===== src/design/wsmh_pkg.sv =====
// ----------------------------------------------------------------------------
// wsmh_pkg
// Shared constants and types for the word splitter with per-word hashing.
// ----------------------------------------------------------------------------
package wsmh_pkg;

    localparam int MAX_WORD_LEN = 64;
    localparam int CNT_W        = $clog2(MAX_WORD_LEN + 1);
    localparam int WORD_ENTRIES = (MAX_WORD_LEN + 3) / 4;
    localparam int CHUNK_W      = (WORD_ENTRIES > 1) ? $clog2(WORD_ENTRIES) : 1;
    localparam int LEN_OUT_W    = 7;

    localparam logic [31:0] MURMUR_MUL  = 32'hc6a4a793;
    localparam logic [31:0] SEED_RESET  = 32'd42;
    localparam logic [7:0]  SPACE_BYTE  = 8'd32;
    localparam logic [7:0]  END_BYTE    = 8'd0;

    typedef struct packed {
        logic             start;
        logic [CNT_W-1:0] len;
        logic             ovf;
        logic [31:0]      seed;
    } t_start;

    typedef struct packed {
        logic [31:0]          hash;
        logic [LEN_OUT_W-1:0] length;
        logic                 too_long;
    } t_result;

    typedef struct packed {
        logic idle;
        logic res_valid;
    } t_eng_stat;

endpackage


===== src/design/wsmh_hash_engine.sv =====
// ----------------------------------------------------------------------------
// wsmh_hash_engine
// Multi-cycle MurmurHash1 engine that walks the word buffer one 32-bit
// chunk at a time and holds its result until the output stage takes it.
// ----------------------------------------------------------------------------
module wsmh_hash_engine
    import wsmh_pkg::*;
(
    input  logic               i_clk,
    input  logic               i_rst_n,
    input  t_start             i_start,
    output logic [CHUNK_W-1:0] o_rd_addr,
    input  logic [31:0]        i_rd_data,
    output t_eng_stat          o_stat,
    output t_result            o_res,
    input  logic               i_res_ready
);

    typedef enum logic [9:0] {
        E_IDLE  = 10'b0000000001,
        E_SEED  = 10'b0000000010,
        E_LOAD  = 10'b0000000100,
        E_SHIFT = 10'b0000001000,
        E_FIN1  = 10'b0000010000,
        E_FIN2  = 10'b0000100000,
        E_FIN3  = 10'b0001000000,
        E_FIN4  = 10'b0010000000,
        E_DONE  = 10'b0100000000,
        E_SPARE = 10'b1000000000
    } t_eng_state;

    t_eng_state         r_state, n_state;
    logic [31:0]        r_h, n_h;
    logic [CNT_W-1:0]   r_rest, n_rest;
    logic [CNT_W-1:0]   r_len, n_len;
    logic [CHUNK_W-1:0] r_chunk, n_chunk;
    logic               r_ovf, n_ovf;
    logic [31:0]        chunk_k;
    logic [31:0]        chunk_sum;

    always_comb begin
        priority if (r_rest >= CNT_W'(4)) begin
            chunk_k = i_rd_data;
        end else if (r_rest == CNT_W'(3)) begin
            chunk_k = {8'd0, i_rd_data[23:0]};
        end else if (r_rest == CNT_W'(2)) begin
            chunk_k = {16'd0, i_rd_data[15:0]};
        end else begin
            chunk_k = {24'd0, i_rd_data[7:0]};
        end
    end

    assign chunk_sum = r_h + chunk_k;

    always_comb begin
        n_state = r_state;
        n_h     = r_h;
        n_rest  = r_rest;
        n_len   = r_len;
        n_chunk = r_chunk;
        n_ovf   = r_ovf;
        unique case (r_state)
            E_IDLE: begin
                if (i_start.start) begin
                    n_len   = i_start.len;
                    n_rest  = i_start.len;
                    n_chunk = '0;
                    n_ovf   = i_start.ovf;
                    if (i_start.ovf) begin
                        n_h     = '0;
                        n_state = E_DONE;
                    end else begin
                        n_h     = i_start.seed;
                        n_state = E_SEED;
                    end
                end
            end
            E_SEED: begin
                n_h     = r_h ^ (32'(r_len) * MURMUR_MUL);
                n_state = E_LOAD;
            end
            E_LOAD: begin
                if (r_rest == '0) begin
                    n_state = E_FIN1;
                end else begin
                    n_h     = chunk_sum * MURMUR_MUL;
                    n_rest  = (r_rest >= CNT_W'(4)) ? r_rest - CNT_W'(4) : '0;
                    n_chunk = r_chunk + CHUNK_W'(1);
                    n_state = E_SHIFT;
                end
            end
            E_SHIFT: begin
                n_h     = r_h ^ (r_h >> 16);
                n_state = E_LOAD;
            end
            E_FIN1: begin
                n_h     = r_h * MURMUR_MUL;
                n_state = E_FIN2;
            end
            E_FIN2: begin
                n_h     = r_h ^ (r_h >> 10);
                n_state = E_FIN3;
            end
            E_FIN3: begin
                n_h     = r_h * MURMUR_MUL;
                n_state = E_FIN4;
            end
            E_FIN4: begin
                n_h     = r_h ^ (r_h >> 17);
                n_state = E_DONE;
            end
            E_DONE: begin
                if (i_res_ready) begin
                    n_state = E_IDLE;
                end
            end
            default: begin
                n_state = E_IDLE;
            end
        endcase
    end

    always_ff @(posedge i_clk) begin
        if (!i_rst_n) begin
            r_state <= E_IDLE;
        end else begin
            r_state <= n_state;
        end
    end

    always_ff @(posedge i_clk) begin
        r_h     <= n_h;
        r_rest  <= n_rest;
        r_len   <= n_len;
        r_chunk <= n_chunk;
        r_ovf   <= n_ovf;
    end

    assign o_rd_addr        = r_chunk;
    assign o_stat.idle      = (r_state == E_IDLE);
    assign o_stat.res_valid = (r_state == E_DONE);
    assign o_res.hash       = r_h;
    assign o_res.length     = LEN_OUT_W'(r_len);
    assign o_res.too_long   = r_ovf;

    a_ovf_hash_zero: assert property (@(posedge i_clk) disable iff (!i_rst_n)
        (r_state == E_DONE && r_ovf) |-> (r_h == '0))
        else $error("overflowed word finished with a nonzero hash");

    a_start_only_idle: assert property (@(posedge i_clk) disable iff (!i_rst_n)
        i_start.start |-> (r_state == E_IDLE))
        else $error("hash start while engine busy");

endmodule


===== src/design/word_split_murmur1_hasher_core.sv =====
// ----------------------------------------------------------------------------
// word_split_murmur1_hasher_core
// Splits a byte stream into space-separated words, buffers each word and
// emits its MurmurHash1 value with its length when the word ends.
//
//   Channel   Direction  Handshake                   Payload
//   input     in         i_in_valid / o_in_ready     i_text_byte, i_final_byte
//   output    out        o_out_valid / i_out_ready   o_word_hash, o_word_length,
//                                                    o_too_long
//   config    in         i_hash_seed_wr_en           i_hash_seed_wr_data
//
// A byte that ends no word leaves input open. A byte that ends a word
// blocks input while the hash engine mixes in the length, reads the buffer
// chunk by chunk and runs its finaliser. An overflowed word skips hashing
// but blocks input until its result is passed on. Reset is synchronous and
// needs no clearing pass. The output register lets input continue while a
// result waits; the engine holds its next result if that register is full.
// ----------------------------------------------------------------------------
module word_split_murmur1_hasher_core
    import wsmh_pkg::*;
(
    input  logic                 i_clk,
    input  logic                 i_rst_n,
    input  logic                 i_hash_seed_wr_en,
    input  logic [31:0]          i_hash_seed_wr_data,
    input  logic                 i_in_valid,
    output logic                 o_in_ready,
    input  logic [7:0]           i_text_byte,
    input  logic                 i_final_byte,
    output logic                 o_out_valid,
    input  logic                 i_out_ready,
    output logic [31:0]          o_word_hash,
    output logic [LEN_OUT_W-1:0] o_word_length,
    output logic                 o_too_long
);

    logic [31:0]        r_seed;
    logic [CNT_W-1:0]   r_count, n_count;
    logic               r_ovf, n_ovf;
    logic               r_run, n_run;
    logic               r_end, n_end;
    logic [31:0]        r_word_store [WORD_ENTRIES];
    logic [31:0]        r_rd_data;
    logic               r_out_valid;
    t_result            r_out;

    logic               accept;
    logic               emit;
    logic               wr_en;
    logic [CNT_W-1:0]   cnt_after;
    logic               ovf_after;
    logic               run_after;
    logic               end_after;
    logic [CHUNK_W-1:0] rd_addr;
    logic               out_take;
    t_start             start;
    t_eng_stat          eng_stat;
    t_result            eng_res;

    assign o_in_ready = eng_stat.idle;
    assign accept     = i_in_valid && o_in_ready;

    always_comb begin
        cnt_after = r_count;
        ovf_after = r_ovf;
        run_after = r_run;
        end_after = r_end;
        emit      = 1'b0;
        wr_en     = 1'b0;
        if (!r_end) begin
            if (i_text_byte == SPACE_BYTE) begin
                emit      = (r_count != '0);
                run_after = 1'b1;
            end else if (i_text_byte == END_BYTE) begin
                emit      = (r_count != '0) || r_run;
                run_after = 1'b0;
                end_after = 1'b1;
            end else begin
                run_after = 1'b0;
                if (r_count < CNT_W'(MAX_WORD_LEN)) begin
                    wr_en     = 1'b1;
                    cnt_after = r_count + CNT_W'(1);
                end else begin
                    ovf_after = 1'b1;
                end
            end
            if (i_final_byte && !end_after && !emit
                    && ((cnt_after != '0) || run_after)) begin
                emit = 1'b1;
            end
        end
    end

    always_comb begin
        n_count = r_count;
        n_ovf   = r_ovf;
        n_run   = r_run;
        n_end   = r_end;
        if (accept) begin
            n_count = emit ? '0 : cnt_after;
            n_ovf   = emit ? 1'b0 : ovf_after;
            n_run   = run_after;
            n_end   = end_after;
            if (i_final_byte) begin
                n_count = '0;
                n_ovf   = 1'b0;
                n_run   = 1'b0;
                n_end   = 1'b0;
            end
        end
    end

    assign start.start = accept && emit;
    assign start.len   = cnt_after;
    assign start.ovf   = ovf_after;
    assign start.seed  = r_seed;

    always_ff @(posedge i_clk) begin
        if (!i_rst_n) begin
            r_seed  <= SEED_RESET;
            r_count <= '0;
            r_ovf   <= 1'b0;
            r_run   <= 1'b0;
            r_end   <= 1'b0;
        end else begin
            if (i_hash_seed_wr_en) begin
                r_seed <= i_hash_seed_wr_data;
            end
            r_count <= n_count;
            r_ovf   <= n_ovf;
            r_run   <= n_run;
            r_end   <= n_end;
        end
    end

    always_ff @(posedge i_clk) begin
        if (accept && wr_en) begin
            r_word_store[CHUNK_W'(r_count >> 2)][r_count[1:0]*8 +: 8] <= i_text_byte;
        end
    end

    always_ff @(posedge i_clk) begin
        r_rd_data <= r_word_store[rd_addr];
    end

    wsmh_hash_engine u_engine (
        .i_clk       (i_clk),
        .i_rst_n     (i_rst_n),
        .i_start     (start),
        .o_rd_addr   (rd_addr),
        .i_rd_data   (r_rd_data),
        .o_stat      (eng_stat),
        .o_res       (eng_res),
        .i_res_ready (out_take)
    );

    assign out_take = !r_out_valid || i_out_ready;

    always_ff @(posedge i_clk) begin
        if (!i_rst_n) begin
            r_out_valid <= 1'b0;
        end else if (out_take) begin
            r_out_valid <= eng_stat.res_valid;
        end
    end

    always_ff @(posedge i_clk) begin
        if (out_take && eng_stat.res_valid) begin
            r_out <= eng_res;
        end
    end

    assign o_out_valid   = r_out_valid;
    assign o_word_hash   = r_out.hash;
    assign o_word_length = r_out.length;
    assign o_too_long    = r_out.too_long;

    a_count_bound: assert property (@(posedge i_clk) disable iff (!i_rst_n)
        r_count <= CNT_W'(MAX_WORD_LEN))
        else $error("word byte count beyond buffer size");

    a_ovf_full: assert property (@(posedge i_clk) disable iff (!i_rst_n)
        r_ovf |-> (r_count == CNT_W'(MAX_WORD_LEN)))
        else $error("overflow flag set with buffer not full");

    a_final_clears: assert property (@(posedge i_clk) disable iff (!i_rst_n)
        (accept && i_final_byte) |=> (r_count == '0 && !r_ovf && !r_run && !r_end))
        else $error("run state not cleared after final byte");

    a_no_write_busy: assert property (@(posedge i_clk) disable iff (!i_rst_n)
        !eng_stat.idle |-> !accept)
        else $error("byte transaction accepted while hashing");

endmodule


===== config.mk =====
export PLATFORM = sky130hd
export DESIGN_NAME = word_split_murmur1_hasher_core
export DESIGN_NICKNAME = d
export VERILOG_FILES = /design/src/design/wsmh_pkg.sv /design/src/design/wsmh_hash_engine.sv /design/src/design/word_split_murmur1_hasher_core.sv
export SDC_FILE = /design/constraint.sdc
export NUM_CORES = 2
export LEC_CHECK = 0
export ABC_AREA = 1
export ABC_CLOCK_PERIOD_IN_PS = 15350
export BUFFER_PORTS_ARGS = -buffer_cell sky130_fd_sc_hd__clkbuf_2
export CAP_MARGIN = 30
export CORE_ASPECT_RATIO = 1.75
export CORE_MARGIN = 5
export CORE_UTILIZATION = 63
export CTS_CLUSTER_DIAMETER = 30
export DETAILED_ROUTE_END_ITERATION = 8
export PLACE_DENSITY = 0.8
export SLEW_MARGIN = 20
export SYNTH_ARGS = -nofsm -noshare
export SYNTH_HDL_FRONTEND = slang
export SYNTH_SLANG_ARGS = --single-unit

===== constraint.sdc =====
create_clock -name i_clk -period 15.35 [get_ports i_clk]
set_input_delay 0 -clock i_clk [delete_from_list [all_inputs] [get_ports i_clk]]
set_output_delay 0 -clock i_clk [all_outputs]
set_load 0.1 [all_outputs]

# [Yosys cells after proc, flatten, opt, wreduce, memory -nomap -nowiden]
# Memories as Yosys holds them, arrays and structs flattened. A register that Yosys moved wholly into a read port is not among the register bits.
# Cells that the tools add are included.
[word_totals] reg_bits=144 ram_bits=512 input_bits=46 out_inout_bits=42 mem_count=1
[classes] add_sub_neg=5 multipliers=3 n_lt_le_gt_ge=2 n_eq_ne=16 n_shift=2 muxes=52 bitwise_logic=4 n_reduce_logical=26
[mem_list] name="r_word_store" words=16 width=32 read_ports=1 rd_clocked_by_memory_dff=1 wr=1 line="word_split_murmur1_hasher_core.sv:42" text="logic [31:0] r_word_store [WORD_ENTRIES];"
[op_table] op="32-bit one-hot mux with 7 select lines" n=1
[op_table] op="32-bit two-way mux" n=5
[op_table] op="10-bit one-hot mux with 8 select lines" n=1
[op_table] op="7-bit two-way mux" n=10
[op_table] op="32-bit by 31-bit multiplier with 32-bit output (second input constant)" n=2
[op_table] op="5-bit negation with 34-bit output" n=1
[op_table] op="8-bit by 34-bit variable shift with 32-bit output (first input constant)" n=1
[op_table] op="8-bit by 34-bit variable part select with 32-bit output" n=1
[op_table] op="32-bit adder" n=1
[op_table] op="7-bit by 32-bit multiplier with 32-bit output (second input constant)" n=1
[op_table] op="32-bit by 15-bit bitwise XOR with 32-bit output" n=1
[op_table] op="32-bit by 16-bit bitwise XOR with 32-bit output" n=1
[op_table] op="32-bit by 22-bit bitwise XOR with 32-bit output" n=1
[op_table] op="32-bit bitwise XOR" n=1
[op_table] op="1-bit two-way mux" n=25
[op_table] op="24-bit two-way mux" n=1
[op_table] op="7-bit nonzero test" n=3
[op_table] op="10-bit two-way mux" n=2
[op_table] op="16-bit two-way mux" n=1
[op_table] op="7-bit by 2-bit == test with 1-bit output (second input constant)" n=2
[op_table] op="7-bit one-hot mux with 2 select lines" n=1
[op_table] op="10-bit by 1-bit == test with 1-bit output (second input constant)" n=1
[op_table] op="10-bit by 2-bit == test with 1-bit output (second input constant)" n=1
[op_table] op="10-bit by 3-bit == test with 1-bit output (second input constant)" n=1
[op_table] op="other kinds (27)" n=44

# [Depth between registers and ports, before layout]
[logic_depth] word_depth=13 mapped_depth=50

# [Hierarchy]
# From an unflattened synthesis, not the netlist that was laid out.
[unflattened] hier_cells=5254 hier_area_um2=52397.8
[by_module_without_submodules] mod="wsmh_hash_engine" n_inst=1 cells_each=3388 area_per_inst_um2=27709.1 seq_area_each_um2=1711.6
[by_module_without_submodules] mod="word_split_murmur1_hasher_core" n_inst=1 cells_each=1866 area_per_inst_um2=24688.7 seq_area_each_um2=18077.3

# [Worst setup path before layout]
# No wires, ideal clock.
[synth_path] path_type="register -> register" start="register u_engine.r_rest[5]" end="register u_engine.r_h[30] (data pin)" arrival_time_ns=8.663 required_time_ns=15.088 slack_ns=6.424 stages_incl_launch_ff=43 n_path_buf=0 cell_sequence="edfxtp_1 or2_1 nor2_1 nand3_1 nand2_1 clkinv_1 nand2_1 nand2_1 inv_1 ha_1 nand2_1 inv_1 a21oi_1 nand3_2 nand2_1 nand2_1 xor2_1 xor2_1 [7 not listed] inv_1 fa_1 fa_1 fa_1 inv_1 fa_1 inv_1 ha_1 a21oi_1 nor2_1 a211oi_1 nor2_1 a2111oi_0 o311ai_0 or2_2 nand3_1 nand2_1 nand3b_1"
[synth_between] elab_chain_cells=8
[synth_rtl] element="from (decl)" line="wsmh_hash_engine.sv:34" text="logic [CNT_W-1:0] r_rest, n_rest;"
[synth_rtl] element="from (signal assigned)" line="wsmh_hash_engine.sv:133" text="r_rest <= n_rest;"
[synth_rtl] element="parallel branches: the longest is 3 deep, another holds 7-bit by 3-bit greater-or-equal comparator with 1-bit output"
[synth_rtl] element="32-bit two-way mux *" line="wsmh_hash_engine.sv:42" text="priority if (r_rest >= CNT_W'(4)) begin"
[synth_rtl] element="32-bit adder *" line="wsmh_hash_engine.sv:53" text="assign chunk_sum = r_h + chunk_k;"
[synth_rtl] element="32-bit by 31-bit multiplier with 32-bit output *" line="wsmh_hash_engine.sv:86" text="n_h = chunk_sum * MURMUR_MUL;"
[synth_rtl] element="32-bit two-way mux *" line="wsmh_hash_engine.sv:83" text="if (r_rest == '0) begin"
[synth_rtl] element="32-bit one-hot mux with 7 select lines *" line="wsmh_hash_engine.sv:62" text="unique case (r_state)"
[synth_rtl] element="via u_engine.n_h[30]" line="wsmh_hash_engine.sv:33" text="logic [31:0] r_h, n_h;"
[synth_rtl] element="to (signal assigned)" line="wsmh_hash_engine.sv:132" text="r_h <= n_h;"
[synth_rtl] element="to (decl)" line="wsmh_hash_engine.sv:33"
# Mark *: on every way through the listed nets, which the timed path passes. The select of a mux whose other input is x is not followed.
# A chain may end at the register's enable or synchronous reset.

# [Worst setup path in the final report]
[layout_path] start="register u_engine.r_rest[6]" end="register u_engine.r_h[30] (data pin)"
# Same word-level chain as after synthesis.

==> flow_summary.json <==
{
  "status": "finished, final reports clean",
  "fin_nets": 6438,
  "ys_seq_area_frac": 0.384,
  "cts_buffers": 81,
  "start_util": 0.636,
  "ant_nets": 0,
  "worstPathRequired_ns": 15.73,
  "clk_root_buffer_cell": "clkbuf_16",
  "critPathArrivalTime_ns": 10.40,
  "drt_iter0_markers": 3280,
  "grt.met1_usage": 0.367,
  "syn_area_per_cell_um2": 9.83,
  "multi_input_area_mm2": 0.0275,
  "skew_ns": 0.0519,
  "synth_fp_nets": 6273,
  "grt_max_degree": 104,
  "slew-limit-headroom": 0.318,
  "cts_tree": "done",
  "slowest_stage": "xnor2_1",
  "place.gp.congestion": 1.06,
  "num-fill-cells": 5846,
  "core_area_mm2": 0.0810,
  "syn-cell-area_mm2": 0.0515,
  "crit_fanout": 9,
  "dr_total_vias": 39239,
  "drc": 0,
  "worstMarginPinSlew_ns": 1.02,
  "vias_per_cell": 6.02,
  "die-area_mm2": 0.0878,
  "layout-drive-gt1-share": 0.0786,
  "die_width_um": 226,
  "post_cts_buffers": 0,
  "hp-class": "in2reg",
  "hpwl_um": 113000,
  "hold_violations": 0,
  "htree_levels": 3,
  "start_kind": "register",
  "fmax_ghz": 0.0998,
  "ff2ff_path_depth": 38,
  "drt-pass1-iter-count": 7,
  "setup_viol": 0,
  "final_cell_mix": "inv_1, ha_1, nor2_1",
  "top_usage_layer": "met2",
  "rsz0062_at_grt": "false",
  "grt_pass1_vias": 40684,
  "crit_path_frequent_cell": "fa_1",
  "slowest_delay_ns": 0.57,
  "cts_resized": 0,
  "period_needed_ns": 10.02,
  "drt-wirelength-per-cell_um": 23.6,
  "ioPinCount": 88,
  "areaGrowthSynthToFinish_pct": 10.3,
  "overflow": 0,
  "yosysWarnings": 0,
  "final_common_cell": "inv_1",
  "use_met3": 0.0589,
  "grt_pass1_wl_um": 231000,
  "dieHeight_um": 388,
  "slew_violations": 0,
  "ys_ff_latch": 687,
  "critPathCaptureType": "register",
  "num_rows": 138,
  "hold-path-cell-count": 3,
  "ctsLongestPathBuffers": 3,
  "synthDistinctLibCells": 64,
  "numClockSinks": 687,
  "cts_hold_buf": 54,
  "wirelength_um": 154000,
  "grt_util_met2": 0.606,
  "antenna_found_initial": 0,
  "async_flop_share": 0,
  "seqCellArea_mm2": 0.0198,
  "timing.final.crit_share": 0.653,
  "synth-main-ff-cell": "edfxtp_1",
  "clk_pin_slew_ns": 0.06,
  "port_buffers": 87,
  "maxCapViolations": 0,
  "critical_path_class": "reg2reg",
  "insertion_delay_ns": 0.69,
  "fin_tns_setup_ns": 0,
  "syn_inst": 5240,
  "synth_edf_count": 603,
  "grt.total_usage": 0.350
}
==> metrics by stage <==
| step | std cells | hold WS (ns) | setup WS (ns) | util | instance area, um2 |
|---|---|---|---|---|---|
| floorplan | 5240 | 0.126 | 6.42 | - | 51500 |
| global placement | 6285 | 0.223 | 5.17 | 0.657 | 53200 |
| detailed placement | 6297 | 0.221 | 5.04 | 0.658 | 53300 |
| CTS | 6501 | 0.00444 | 5.04 | 0.699 | 56600 |
| global route | 6522 | 0.0852 | 4.72 | 0.702 | 56800 |
| finish | 6523 | 0.0424 | 5.33 | 0.702 | 56800 |
==> worst paths after layout <==
check                                   startpoint               end  slack [ns]
worst min register to register               r_ovf             r_ovf        0.47
worst max-delay path            u_engine.r_rest[6]  u_engine.r_h[30]        5.33
worst min-delay path             i_hash_seed_wr_en        r_seed[19]        0.04
worst max register to register  u_engine.r_rest[6]  u_engine.r_h[30]        5.33
==> cell type report <==
cell class                 instances  area share
multi-input combinational       3418       0.484
tap                             1050      0.0231
inverter                         980      0.0648
clock inverter                    61      0.0138
timing repair buffer             237      0.0300
antenna                            1   0.0000440
clock buffer                      89      0.0362
sequential                       687       0.348
==> kinds of logic after synthesis <==
| group | after synthesis | share of synthesized area |
|---|---|---|
| AO/OA/AOI/OAI | 900 | 0.0986 |
| XOR/XNOR | 172 | 0.0294 |
| adder cells (fa/ha/maj) | 987 | 0.295 |
| buffers and inverters | 1135 | 0.0833 |
| flip-flops | 687 | 0.384 |
| AND/OR/NAND/NOR | 1359 | 0.110 |
==> worst max-delay path, delay by kind of cell (launching register included) <==
kind | cells | cell delay (ns)
AO/OA/AOI/OAI | 6 | 1.35
XOR/XNOR | 1 | 0.57
adder cells (fa/ha/maj) | 10 | 4.51
buffers and inverters | 7 | 0.80
flip-flops | 1 | 0.40
AND/OR/NAND/NOR | 14 | 2.12
==> cell usage after synthesis, types with 3 or more instances <==
master / number / area (um2)
a22oi_1: 13 / 97.6
a221oi_1: 10 / 87.6
clkbuf_1: 125 / 469
buf_2: 13 / 65.1
a21oi_1: 177 / 886
nor2_1: 612 / 2300
a21oi_2: 4 / 35.0
nand2_1: 486 / 1820
ha_1: 610 / 7630
nor3_1: 24 / 120
a211oi_1: 5 / 37.5
buf_1: 13 / 48.8
nand2_2: 25 / 156
o21bai_1: 12 / 90.1
nor2_4: 3 / 33.8
o21a_1: 9 / 67.6
clkinv_1: 4 / 15.0
inv_2: 17 / 63.8
o21ai_1: 13 / 65.1
inv_1: 959 / 3600
nand2_4: 3 / 33.8
fa_1: 377 / 7550
buf_4: 4 / 30.0
xnor2_1: 74 / 648
nand3b_1: 7 / 52.6
nand3_1: 111 / 556
nand3_2: 6 / 60.1
o221ai_1: 7 / 61.3
o22ai_1: 161 / 1010
edfxtp_1: 603 / 18100
a31oi_1: 8 / 50.1
o211ai_1: 14 / 105
or2_1: 4 / 25.0
or2_2: 24 / 150
dfxtp_1: 84 / 1680
xor2_1: 97 / 850
nand4_1: 32 / 200
o2111ai_1: 14 / 123
a21boi_1: 3 / 22.5
nor2_2: 5 / 31.3
a21o_1: 8 / 60.1
nor4_1: 7 / 43.8
o21ai_0: 424 / 2120
==> sequential cells by signal, indices dropped and copies added, names as in the netlist, 9 cells and up <==
register	flops
r_word_store	512
o_word_hash	32
r_rd_data	32
r_seed	32
u_engine.r_h	32
u_engine.r_state	9
==> routing by layer <==
metal | part of all wire | routed length [um] | up-vias
met5 | 0 | 0 | -
met3 | 0.075 | 11500 | 726
li1 | - | - | 17706
met1 | 0.32 | 49500 | 18895
met2 | 0.50 | 76600 | 1912
met4 | 0.11 | 16400 | 0
Power is left out: the tool's default activity adds up to more than one toggle a clock period on the data nets, which glitch-free logic cannot reach.
